[src/hdl/tlnps_pkg.sv]
`timescale 1ns / 1ps
`default_nettype none
package tlnps_pkg;

   // Field widths of the request and response items
   localparam int ACTION_W   = 2;
   localparam int GRP_IDX_W  = 6;
   localparam int SLOT_IDX_W = 4;
   localparam int COORD_W    = 32;
   localparam int GCOUNT_W   = 7;

   // Default sizes of the anchor table and of each point group
   localparam int DEF_MAX_GROUPS = 64;
   localparam int DEF_MAX_POINTS = 16;

   // Request actions
   typedef enum logic [ACTION_W-1:0] {
      ACT_ANCHOR_WR = 2'd0,
      ACT_POINT_WR  = 2'd1,
      ACT_QUERY     = 2'd2
   } action_type;

   // Flavor of a response loaded into the output register
   typedef enum logic [1:0] {
      RES_NONE  = 2'd0,
      RES_GROUP = 2'd1,
      RES_POINT = 2'd2
   } result_kind_type;

   // Commands from the controller to the datapath
   typedef struct packed {
      logic            clr_en;
      logic            wr_anchor;
      logic            wr_point;
      logic            load_query;
      logic            scan_start;
      logic            anchor_issue;
      logic            cnt_read;
      logic            point_issue;
      logic            fetch;
      logic            load_result;
      result_kind_type result_kind;
   } cmd_type;

   // Status from the datapath to the controller
   typedef struct packed {
      logic clr_last;
      logic table_empty;
      logic last_anchor;
      logic last_point;
      logic pipe_busy;
      logic cnt_zero;
      logic rsp_free;
   } status_type;

endpackage
`default_nettype wire

[src/hdl/tlnps_ctrl.sv]
`timescale 1ns / 1ps
`default_nettype none
module tlnps_ctrl (
   input  wire logic                   clock,
   input  wire logic                   reset,
   input  wire logic                   req_valid,
   input  wire logic [tlnps_pkg::ACTION_W-1:0] req_action,
   output logic                        req_ready,
   input  wire tlnps_pkg::status_type  status,
   output tlnps_pkg::cmd_type          cmd
);
   import tlnps_pkg::*;

   typedef enum logic [3:0] {
      ST_CLEAR,
      ST_IDLE,
      ST_ANCHOR,
      ST_ADRAIN,
      ST_CNT_RD,
      ST_CNT_CHK,
      ST_POINT,
      ST_PDRAIN,
      ST_FETCH,
      ST_EMIT_NONE,
      ST_EMIT_GROUP,
      ST_EMIT_POINT
   } state_type;

   state_type state_ff, state_in;
   logic      req_acc;

   assign req_ready = (state_ff == ST_IDLE);
   assign req_acc   = req_valid && req_ready;

   // Decode commands and next state
   always_comb begin
      cmd         = '0;
      cmd.result_kind = RES_NONE;
      state_in    = state_ff;
      case (state_ff)
         ST_CLEAR: begin
            cmd.clr_en = 1'b1;
            if (status.clr_last) state_in = ST_IDLE;
         end
         ST_IDLE: begin
            if (req_acc) begin
               case (req_action)
                  ACT_ANCHOR_WR: cmd.wr_anchor = 1'b1;
                  ACT_POINT_WR:  cmd.wr_point  = 1'b1;
                  ACT_QUERY: begin
                     cmd.load_query = 1'b1;
                     cmd.scan_start = 1'b1;
                     state_in = status.table_empty ? ST_EMIT_NONE : ST_ANCHOR;
                  end
                  default: ;
               endcase
            end
         end
         ST_ANCHOR: begin
            cmd.anchor_issue = 1'b1;
            if (status.last_anchor) state_in = ST_ADRAIN;
         end
         ST_ADRAIN: begin
            if (!status.pipe_busy) state_in = ST_CNT_RD;
         end
         ST_CNT_RD: begin
            cmd.cnt_read = 1'b1;
            state_in = ST_CNT_CHK;
         end
         ST_CNT_CHK: begin
            cmd.scan_start = 1'b1;
            state_in = status.cnt_zero ? ST_EMIT_GROUP : ST_POINT;
         end
         ST_POINT: begin
            cmd.point_issue = 1'b1;
            if (status.last_point) state_in = ST_PDRAIN;
         end
         ST_PDRAIN: begin
            if (!status.pipe_busy) state_in = ST_FETCH;
         end
         ST_FETCH: begin
            cmd.fetch = 1'b1;
            state_in = ST_EMIT_POINT;
         end
         ST_EMIT_NONE: begin
            cmd.result_kind = RES_NONE;
            if (status.rsp_free) begin
               cmd.load_result = 1'b1;
               state_in = ST_IDLE;
            end
         end
         ST_EMIT_GROUP: begin
            cmd.result_kind = RES_GROUP;
            if (status.rsp_free) begin
               cmd.load_result = 1'b1;
               state_in = ST_IDLE;
            end
         end
         ST_EMIT_POINT: begin
            cmd.result_kind = RES_POINT;
            if (status.rsp_free) begin
               cmd.load_result = 1'b1;
               state_in = ST_IDLE;
            end
         end
         default: state_in = ST_IDLE;
      endcase
   end

   // Hold state
   always_ff @(posedge clock) begin
      if (reset) begin
         state_ff <= ST_CLEAR;
      end else begin
         state_ff <= state_in;
      end
   end

endmodule
`default_nettype wire

[config.mk]
export PLATFORM = sky130hd
export DESIGN_NAME = tlnps_ctrl
export DESIGN_NICKNAME = d
export VERILOG_FILES = /design/src/hdl/tlnps_pkg.sv /design/src/hdl/tlnps_ctrl.sv
export SDC_FILE = /design/constraint.sdc
export NUM_CORES = 1
export LEC_CHECK = 0
export BUFFER_PORTS_ARGS = -buffer_cell sky130_fd_sc_hd__buf_4
export CAP_MARGIN = 15
export CORE_UTILIZATION = 25
export DETAILED_ROUTE_END_ITERATION = 8
export GPL_ROUTABILITY_DRIVEN = 0
export PLACE_DENSITY = 0.58
export SYNTH_ARGS = -nofsm -noshare
export SYNTH_HDL_FRONTEND = slang
export SYNTH_SLANG_ARGS = --single-unit
[constraint.sdc]
create_clock -name clock -period 2.2 [get_ports clock]
set_input_delay 0.11 -clock clock [delete_from_list [all_inputs] [get_ports clock]]
set_output_delay 0.11 -clock clock [all_outputs]
set_load 0.02 [all_outputs]
# Yosys cells after proc, flatten, opt, wreduce, memory -nomap -nowiden
# Cells that the tools add are included.
[op_classes]
add_sub_neg = 0
mul = 0
div = 0
n_lt_le_gt_ge = 0
eq_ne = 21
n_shift = 0
muxes = 24
bitwise = 0
reduce_logical = 5
[ops]
columns = ["op", "n"]
rows = [
  ["4-bit 2-to-1 mux", 11],
  ["4-bit case mux with 10 select lines", 1],
  ["4-bit by 3-bit == test with 1-bit output (second input constant)", 4],
  ["4-bit == test (second input constant)", 4],
  ["2-bit != test (second input constant)", 5],
  ["3-bit case mux with 3 select lines", 1],
  ["4-bit by 2-bit == test with 1-bit output (second input constant)", 2],
  ["1-bit 2-to-1 mux", 8],
  ["8-bit AND reduction", 1],
  ["2-bit by 1-bit != test with 1-bit output (second input constant)", 3],
  ["4-bit by 1-bit == test with 1-bit output (second input constant)", 1],
  ["4-bit zero test", 1],
  ["3-bit 2-to-1 mux", 1],
  ["3-bit OR reduction", 1],
  ["2-bit by 1-bit == test with 1-bit output (second input constant)", 1],
  ["2-bit == test (second input constant)", 1],
  ["2-bit zero test", 1],
  ["2-bit 2-to-1 mux", 1],
  ["1-bit case mux with 2 select lines", 1],
  ["1-bit logical AND", 1],
]
[totals]
ff_bits = 4
latch_bits = 0
ramBits = 0
romBits = 0
input_bits = 12
output_inout_bits = 13
wordCells = 51
n_memories = 0

# Depth between registers and ports, before layout
# Gate-level depths: netlist of the first run.
[depth]
ltp_word = 4
depth_mapped = 5
depth_no_buf = 4

# Worst setup path after synthesis of the first run
# OpenSTA, ideal clock, no wires.
[synth_path]
path_kind = "register to output"
from = "register state_ff[0]"
to = "output port cmd[7] (netlist bit)"
arrival_ns = 1.716
required_ns = 2.090
path_slack_ns = 0.374
path_stages_with_launch = 4
n_path_buf = 1
path_cell_list = "dfxtp_1 -> buf_4 -> inv_2 -> a2111oi_0"
[synth_lines]
columns = ["item", "line_no", "source"]
rows = [
  ["start: declaration", "tlnps_ctrl.sv:29", "state_type state_ff, state_in;"],
  ["start signal: assignment", "tlnps_ctrl.sv:115", "state_ff <= state_in;"],
  ["end: declaration", "tlnps_ctrl.sv:10", "output tlnps_pkg::cmd_type cmd"],
]

==> impl_results.md, run 1 <==
- Syn_area_per_cell: 8.11 um2
- CP Capture Type: output pin
- Reg2reg start: state_ff[0]$_SDFFE_PP0P_
- Worst skew pair latency: 0.24 ns
- Min cycle time layout: 1.87 ns
- Clock root buffer: clkbuf_4
- Final hold violation count: 0
- Number of max-cap violations: 0
- Hold_buf cts: 0
- P_sw: 0.336 mW
- FMAX: between 0.5 and 0.6 GHz
- Post-CTS setup-driven buffer insertion count: 0
- Max reg flops: 4
- Total CTS buffers: 3
- Final Max Tran Viols: 0
- Post_cts resized: 0
- Met2 WL: 570 um
- Die footprint: 2130 um2
- Worst path max stage delay: 0.64 ns
- Critical path type: flop to output pin
- CTS max path bufs: 2
- Worst Tran Pin Value: 0.569 ns
- Status: finished clean
- Reg2Reg Depth: 4
- Initial antenna violation count: 0
- Int Pwr: 0.361 mW
- Regs by FF count: state_ff (4)
- Post-synth EDFFs: 0
- Global Route Usage Sum: roughly an eighth
- Cell Chain, Critical Path: nor4b_4 > nor4bb_1 > buf_4
- Layout area overhead: 42.9%
- Critical path launch point type: flop
- Setup Viol. Count Final: 0
- Die height: 46.1 um
- Post-Syn Area: 487 um2
- Iter 0 DRT Violations: 3
- FILL cells: between 150 and 200
- Clock Power Share: 13.1%
- R2r endpoint: state_ff[2]$_SDFFE_PP0P_
- Wire length on met1: between 500 and 600 um
- Layout cells sized above 1: 43.4%
- Critical Path Start: state_ff[0]$_SDFFE_PP0P_
- Comb pwr share: 61.4%
- Primary FF master, synth: dfxtp_1
- WP data required: 2.09 ns
- DP Area: 673 um2
- H-tree depth: 1
- Number of synthesized register bits: 4
- Via density: 5.11
- Crit path to: cmd[10]
- Register area share after synthesis: between 15 and 20%
- Pwr dens: about 1000 nW/um2
- Input/output buffers: 24
- Fin util: 39.0%
- Final setup skew: 0.00308 ns
- Largest area contributor in the netlist: dfxtp_1
- Peak supply drop: 0.399 mV
- ANT cells: 0
- Clk sinks: 4
- CP arrival: 1.76 ns
- Post-synth net total: 72
- Setup TNS: 0 ns
- CTS tree: done
- First drt pass iteration count: 5
- Final nets: 97
- Sw frac: between 40% and 50%
- Final Instance Area: between 600 and 700 um2
- Worst hold path type: input port to flop
- DR WL/cell: approximately 12 um
- Met3 WL: roughly 80 um
- Cell Rows: 15
- Synth async-reset ratio: 0%
- Post-Synthesis Cells: 60
- Largest net degree at the start of global routing: 15
- Slowest cell on crit path: dfxtp_1
- Die Wd: 46.1 um
- Crit path max fanout: 14
- Wire length of the first global-routing pass: 1780 um
- Final period utilization: 84.8%
- Clk slew on worst S/H paths: 0.04 ns
- Unrepaired setup endpoints after global routing: false
- Yosys cell types: 32
- Max transition margin: 62.0%
- Total gr overflow: 0
- Top sig layer: met4
- Number of global-route vias before repair: 424
- Flop pwr share: around a quarter
- Top reg by flops: state_ff
- Synth Warn #: 0
- Post-DRT Antenna Nets: 0
- Min-Delay Path Depth: 3
- DRT Wirelength: 1270 um
- Residual DRC: 0
- Top post-synthesis cells by area: dfxtp_1 16%, mux2i_1 8.2%, nor3_1 6.2%, nand2_1 6.2%, nor4b_4 4.9%
- Post-DP HPWL: 943 um
- Ports: 25
- Area of the multi-input gates: 363 um2
- Starting Density: 27.3%
- Core box area: 1780 um2
- R2r setup slk: ~0.52 ns
- Reg area: approximately 80 um2
- Lkg Pwr: 0.289 nW
- Via count: 552
- Fraction of post-synthesis cell area in the top cell type by area: roughly 16%
-- power groups by stage --
stage | clock network (mW) | registers [mW] | logic, mW
floorplan | 0 | 0.116 | 0.375
global placement | 0 | 0.175 | 0.432
detailed placement | 0 | 0.176 | 0.429
CTS | 0.0957 | 0.175 | 0.431
global route | 0.0974 | 0.182 | 0.456
finish | 0.0915 | 0.178 | 0.428
-- area by class of cell --
class | instances | share of cell area [%]
Tap cell | 25 | 4.50
Inverter | 3 | 1.62
Timing Repair Buffer | 25 | 27.0
Sequential cell | 4 | 11.5
Clock buffer | 3 | 3.24
Multi-Input combinational cell | 48 | 52.2
-- metal layers --
metal  track usage (%)  vias to the layer above
met2              18.9                       27
met3              1.18                        5
met1              14.4                      246
met5                 0                        -
li1                  -                      274
met4              10.6                        0
-- cell families after synthesis --
| group | share of synthesized area (%) |
|---|---|
| buf+inv | 9.00 |
| mux | 8.23 |
| compound gates | 26.7 |
| flops | 16.5 |
| simple gates | 39.6 |
-- worst min-delay path by stage --
stage / startpoint / end / slack (ns)
6_report: reset / state_ff[2]$_SDFFE_PP0P_ / 0.19
5_1_grt: reset / state_ff[2]$_SDFFE_PP0P_ / 0.20
4_1_cts: reset / state_ff[2]$_SDFFE_PP0P_ / 0.18
3_5_place_dp: reset / state_ff[2]$_SDFFE_PP0P_ / 0.43
3_3_place_gp: reset / state_ff[2]$_SDFFE_PP0P_ / 0.44
2_1_floorplan: reset / state_ff[2]$_SDFFE_PP0P_ / 0.29
-- cell usage in the layout, fill, tap and decap left out, types with 2 or more instances in the layout --
cell,instances
nand2_1,8
nor3_1,6
clkbuf_4,3
inv_1,2
dfxtp_1,4
a211oi_1,2
a2111oi_0,2
buf_4,25
nor2_1,3
nand3b_1,2
mux2i_1,4
o21ai_1,2
nand2b_1,2
and4b_1,2
-- cells in the mapped netlist, types with 2 or more instances --
cell       n
a2111oi_0  2
nand2b_1   2
o21ai_1    2
nand2_1    8
nor3_1     6
nor2_1     3
inv_1      2
buf_2      2
a211oi_1   2
mux2i_1    4
dfxtp_1    4
nand3b_1   2
and4b_1    2
-- per-stage QoR --
stage / std cells / hold WS (ns) / power, mW / worst slack [ns]
finish: 108 / 0.189 / 0.697 / 0.334
global route: 108 / 0.195 / 0.735 / 0.218
detailed placement: 105 / 0.432 / 0.604 / 0.535
global placement: 105 / 0.436 / 0.607 / 0.537
floorplan: 60 / 0.292 / 0.491 / 0.374
CTS: 108 / 0.181 / 0.701 / 0.279
-- worst max-delay path: cells and delay by family, from the launching register on --
family                 cells  cell delay (ns)
buffers and inverters      1             0.19
AND/OR/NAND/NOR            2             0.70
flip-flops                 1             0.64
Power figures use the tool's default switching activity.
==> run 2: changes to the inputs <==
--- a/config.mk
+++ b/config.mk
@@ -10,7 +10,7 @@
 export CORE_UTILIZATION = 25
 export DETAILED_ROUTE_END_ITERATION = 8
 export GPL_ROUTABILITY_DRIVEN = 0
-export PLACE_DENSITY = 0.58
+export PLACE_DENSITY = 0.6
 export SYNTH_ARGS = -nofsm -noshare
 export SYNTH_HDL_FRONTEND = slang
 export SYNTH_SLANG_ARGS = --single-unit
==> constraint.sdc (replaced) <==
create_clock -name clock -period 1.65 [get_ports clock]
set_input_delay 0.0825 -clock clock [delete_from_list [all_inputs] [get_ports clock]]
set_output_delay 0.0825 -clock clock [all_outputs]
set_load 0.02 [all_outputs]
==> run 2 against run 1 <==
Compared with the run above: global-route usage rose by 1.5 points; wire length rose by 9.5%; clock-buffer cell count did not move; highest routed layer unchanged.
==> impl_results.md, run 2 (synthesized netlist as in run 1, its figures left out) <==
- Die Wd: 46.1 um
- CP arrival: 1.46 ns
- Worst path max stage delay: 0.41 ns
- Post-DRT Antenna Nets: 0
- CP Capture Type: output pin
- WP data required: 1.57 ns
- FILL cells: 196
- Max transition margin: between 70% and 80%
- DRT Wirelength: 1390 um
- Ports: 25
- Most frequent cells in the layout: 29 x buf_4, 8 x nand2_1, 6 x nor3_1, 4 x mux2i_1
- P_sw: around 0.47 mW
- Worst Tran Pin Value: ~0.38 ns
- Crit path max fanout: 7
- Max reg flops: 4
- Final WS setup: 0.106 ns
- Slowest cell on crit path: nor4b_4
- PnR Total Power: 1.01 mW
- Setup Viol. Count Final: 0
- Min cycle time layout: roughly 1.5 ns
- Final Instance Area: 741 um2
- Final nets: 101
- Comb pwr share: 68.4%
- Most common cell after layout, fill and taps aside: buf_4
- Input/output buffers: 24
- Lkg Pwr: 0.314 nW
- FMAX: 0.648 GHz
- Cell Rows: 15
- Top reg by flops: state_ff
- Total gr overflow: 0
- Iter 0 DRT Violations: 3
- Largest net degree at the start of global routing: 14
- Clock root buffer: clkbuf_4
- Initial antenna violation count: 0
- Layout cells sized above 1: roughly 51%
- Clk sinks: 4
- H-tree depth: 1
- Layout area overhead: 52.2%
- DR WL/cell: 12.4 um
- Residual DRC: 0
- Buf/Inv on CP: 1
- ANT cells: 0
- Starting Density: between 20% and 30%
- Clk slew on worst S/H paths: ~0.040 ns
- DP Worst Slack: approximately 0.11 ns
- Die footprint: 2130 um2
- Final setup skew: 0.000496 ns
- Worst skew pair latency: around 0.24 ns
- CTS max path bufs: 2
- Sw frac: 47.1%
- Status: finished clean
- Clock Power Share: approximately an eighth
- Final hold violation count: 0
- Number of max-cap violations: 0
- DP Area: 703 um2
- Wire length of the first global-routing pass: 2080 um
- Peak supply drop: slightly below 0.4 mV
- CP top delay family: simple AND/OR/NAND/NOR gates
- Critical path type: flop to output pin
- Regs by FF count: state_ff (4)
- Setup TNS: 0 ns
- Worst hold path type: input port to flop
- Final period utilization: 93.6%
- Final Max Tran Viols: 0
- Post-DP HPWL: roughly 1000 um
- CTS tree: done
- First drt pass iteration count: 4
- Flop pwr share: 18.6%
- Reg area: 82.6 um2
- Int Pwr: approximately 0.53 mW
- Unrepaired setup endpoints after global routing: false
- Pwr dens: about 1400 nW/um2
- Die height: 46.1 um
- Via count: 563
- Area of the multi-input gates: 375 um2
- Number of global-route vias before repair: 480
- Core box area: 1780 um2
- Via density: 5.03
- Global Route Usage Sum: 13.5%
- Critical path launch point type: flop
- Total CTS buffers: 3
- Cell Chain, Critical Path: nor4b_4 > nor4bb_2 > buf_4
-- run 2: cell count changes in the layout (fill, tap and decap cells not counted), sizes merged --
cell  change
buf       +4
-- run 2: final cells by class --
class / count / share of cell area, %
Multi-Input combinational cell: 48 / 50.7
Timing Repair Buffer: 29 / 29.4
Sequential cell: 4 / 11.1
Tap cell: 25 / 4.22
Clock buffer: 3 / 3.04
Inverter: 3 / 1.52
-- run 2: worst paths after layout --
check        cells past startpoint                       end                     start  slack [ns]
max                              3                   cmd[10]  state_ff[2]$_SDFFE_PP0P_        0.11
max reg2reg                      4  state_ff[1]$_SDFFE_PP0P_  state_ff[3]$_SDFFE_PP0P_        0.17
min reg2reg                      3  state_ff[1]$_SDFFE_PP0P_  state_ff[1]$_SDFFE_PP0P_        0.70
min                              3  state_ff[2]$_SDFFE_PP0P_                     reset        0.15
-- run 2: timing repair --
| item | 4_1_cts | 5_1_grt |
|---|---|---|
| hold buffers | 0 | 0 |
| setup endpoints to repair | 0 | 4 |
| buffers inserted | 0 | 1 |
| gates resized for setup | 0 | 3 |
-- run 2: per-stage QoR --
stage	hold WS, ns	util [%]	cells
global route	0.159	41.5	112
global placement	0.414	39.4	108
detailed placement	0.394	39.4	108
CTS	0.147	40.7	111
floorplan	0.216	-	60
finish	0.148	41.5	112
-- run 2: power groups by stage --
stage | clock network, mW | registers (mW) | logic [mW]
after detailed placement | 0 | 0.185 | 0.664
after floorplan | 0 | 0.155 | 0.505
after CTS | 0.131 | 0.183 | 0.666
after global placement | 0 | 0.183 | 0.663
final | 0.131 | 0.187 | 0.688
after global routing | 0.137 | 0.194 | 0.739
-- run 2: per-layer routing --
metal / track usage (%) / wire length (um) / part of all wire [%] / vias up
li1: - / - / - / 285
met1: 17.6 / 656 / 47 / 257
met2: 21.7 / 660 / 48 / 19
met3: 0 / 62 / 4.5 / 2
met4: 8.82 / 9 / 0.65 / 0
met5: 0 / 0 / 0 / -
-- run 2: worst register-to-register path, cell delays in order, from the launching register on --
cell and delay (ns):
dfxtp_1 0.52, nand2b_1 0.23, a2bb2oi_2 0.24, o211ai_2 0.21, mux2i_1 0.16
==> run 3: changes to the inputs <==
--- a/config.mk
+++ b/config.mk
@@ -7,10 +7,11 @@
 export LEC_CHECK = 0
 export BUFFER_PORTS_ARGS = -buffer_cell sky130_fd_sc_hd__buf_4
 export CAP_MARGIN = 15
-export CORE_UTILIZATION = 25
+export CORE_AREA = 2 2 39 41
 export DETAILED_ROUTE_END_ITERATION = 8
+export DIE_AREA = 0 0 41 43
 export GPL_ROUTABILITY_DRIVEN = 0
-export PLACE_DENSITY = 0.6
+export PLACE_DENSITY = 0.76
 export SYNTH_ARGS = -nofsm -noshare
 export SYNTH_HDL_FRONTEND = slang
 export SYNTH_SLANG_ARGS = --single-unit
==> constraint.sdc (replaced) <==
create_clock -name clock -period 1.96 [get_ports clock]
set_input_delay 0.098 -clock clock [delete_from_list [all_inputs] [get_ports clock]]
set_output_delay 0.098 -clock clock [all_outputs]
set_load 0.02 [all_outputs]
==> run 3 against run 2 <==
Compared with the run above: cell count shrank 11%; largest power group unchanged; critical endpoint unchanged; cell area shrank 6.6%; core utilization grew 8.5 points; register-to-register slack gained 0.11 ns; power shrank 22%.
==> impl_results.md, run 3 (synthesized netlist as in run 1, its figures left out) <==
- Die Wd: 41 um
- Worst Tran Pin Value: between 0.6 and 0.7 ns
- Final setup skew: 0.00154 ns
- Via count: 518
- Clk slew on worst S/H paths: 0.03 ns
- DR WL/cell: 12.8 um
- Final period utilization: 88.7%
- FMAX: 0.575 GHz
- Ports: 25
- CTS max path bufs: 2
- Fin util: about half
- Die height: 43 um
- CTS tree: done
- Min cycle time layout: 1.74 ns
- Worst skew pair latency: 0.23 ns
- Core box area: 1380 um2
- Worst hold path type: input port to flop
- Setup TNS: 0 ns
- DRT Wirelength: between 1000 and 1500 um
- CP arrival: approximately 1.6 ns
- Residual DRC: 0
- Most common cell after layout, fill and taps aside: buf_4
- Flop pwr share: 23.4%
- Die footprint: 1760 um2
- Wire length of the first global-routing pass: 1900 um
- Final nets: 98
- Total gr overflow: 0
- Pwr dens: ~1100 nW/um2
- WP data required: between 1.5 and 2 ns
- Starting Density: a little over a third
- Critical path launch point type: flop
- Final Max Tran Viols: 0
- Critical path type: flop to output pin
- Clk sinks: 4
- Most frequent cells in the layout: 26 x buf_4, 8 x nand2_1, 6 x nor3_1, 4 x mux2i_1, 4 x dfxtp_1
- CP Capture Type: output pin
- Clock Power Share: 12.3%
- Finished Layout Cells: 100
- Number of max-cap violations: 0
- Regs by FF count: state_ff (4)
- Post-DRT Antenna Nets: 0
- Largest net degree at the start of global routing: 19
- Unrepaired setup endpoints after global routing: false
- Int Pwr: 0.410 mW
- Layout cells sized above 1: 44.0%
- Max transition margin: 59.9%
- Clock root buffer: clkbuf_4
- Layout area overhead: 42.2%
- Cell Rows: 14
- Sw frac: 47.7%
- Crit path max fanout: 18
- Post-DP HPWL: 945 um
- Global Route Usage Sum: 15.3%
- Input/output buffers: 24
- Max reg flops: 4
- H-tree depth: 1
- Peak supply drop: 0.367 mV
- Via density: about 5.2
- First drt pass iteration count: 4
- Initial antenna violation count: 0
- Inst Count DP: 97
- Setup Viol. Count Final: 0
- Post-CTS setup-driven buffer insertion count: 0
- ANT cells: 0
- Post_cts resized: 0
- Final hold violation count: 0
- Iter 0 DRT Violations: 4
- Lkg Pwr: just under 0.3 nW
- Total CTS buffers: 3
- R2r setup slk: 0.28 ns
- Top reg by flops: state_ff
- Number of global-route vias before repair: 477
- P_sw: 0.374 mW
- Comb pwr share: 64.3%
- Hold_buf cts: 0
- Status: finished clean
run 3: area by class of cell:
class | instances | area (um2)
Tap cell | 16 | 20.0
Fill cell | 147 | 692
Timing Repair Buffer | 26 | 195
Inverter | 3 | 11.3
Clock buffer | 3 | 22.5
Sequential cell | 4 | 80.1
Multi-Input combinational cell | 48 | 363
run 3: worst max-delay path, cell delays in order (launching register included):
cell and delay [ns]:
dfxtp_1 0.49, nor4b_4 0.48, nor4bb_1 0.26, buf_4 0.19
run 3: final timing paths:
path | start | end | depth (start not counted)
worst max-delay path | state_ff[3]$_SDFFE_PP0P_ | cmd[10] | 3
worst min-delay path | reset | state_ff[2]$_SDFFE_PP0P_ | 3
worst min register to register | state_ff[1]$_SDFFE_PP0P_ | state_ff[1]$_SDFFE_PP0P_ | 2
worst max register to register | state_ff[1]$_SDFFE_PP0P_ | state_ff[3]$_SDFFE_PP0P_ | 4
run 3: layer usage:
metal	routed length, um	GRT usage (%)	share of wire, %	vias up
met5	0	0	0	-
met1	566	19.6	44	232
li1	-	-	-	275
met4	0	4.00	0	0
met2	668	25.6	52	11
met3	45	1.57	3.5	0
run 3: power groups by stage:
stage,registers (mW),clock network (mW),logic (mW)
after floorplan,0.131,0,0.421
after global placement,0.180,0,0.493
after detailed placement,0.182,0,0.501
after CTS,0.182,0.0994,0.507
after global routing,0.189,0.102,0.543
final,0.183,0.0965,0.504
run 3: per-stage QoR:
stage          power (mW)  hold WS, ns  setup WS, ns  instance area [um2]
2_1_floorplan       0.551        0.280         0.146                  487
3_3_place_gp        0.672        0.437         0.387                  669
3_5_place_dp        0.683        0.424         0.357                  669
4_1_cts             0.788        0.188         0.231                  692
5_1_grt             0.834        0.194         0.110                  692
6_report            0.784        0.194         0.222                  692
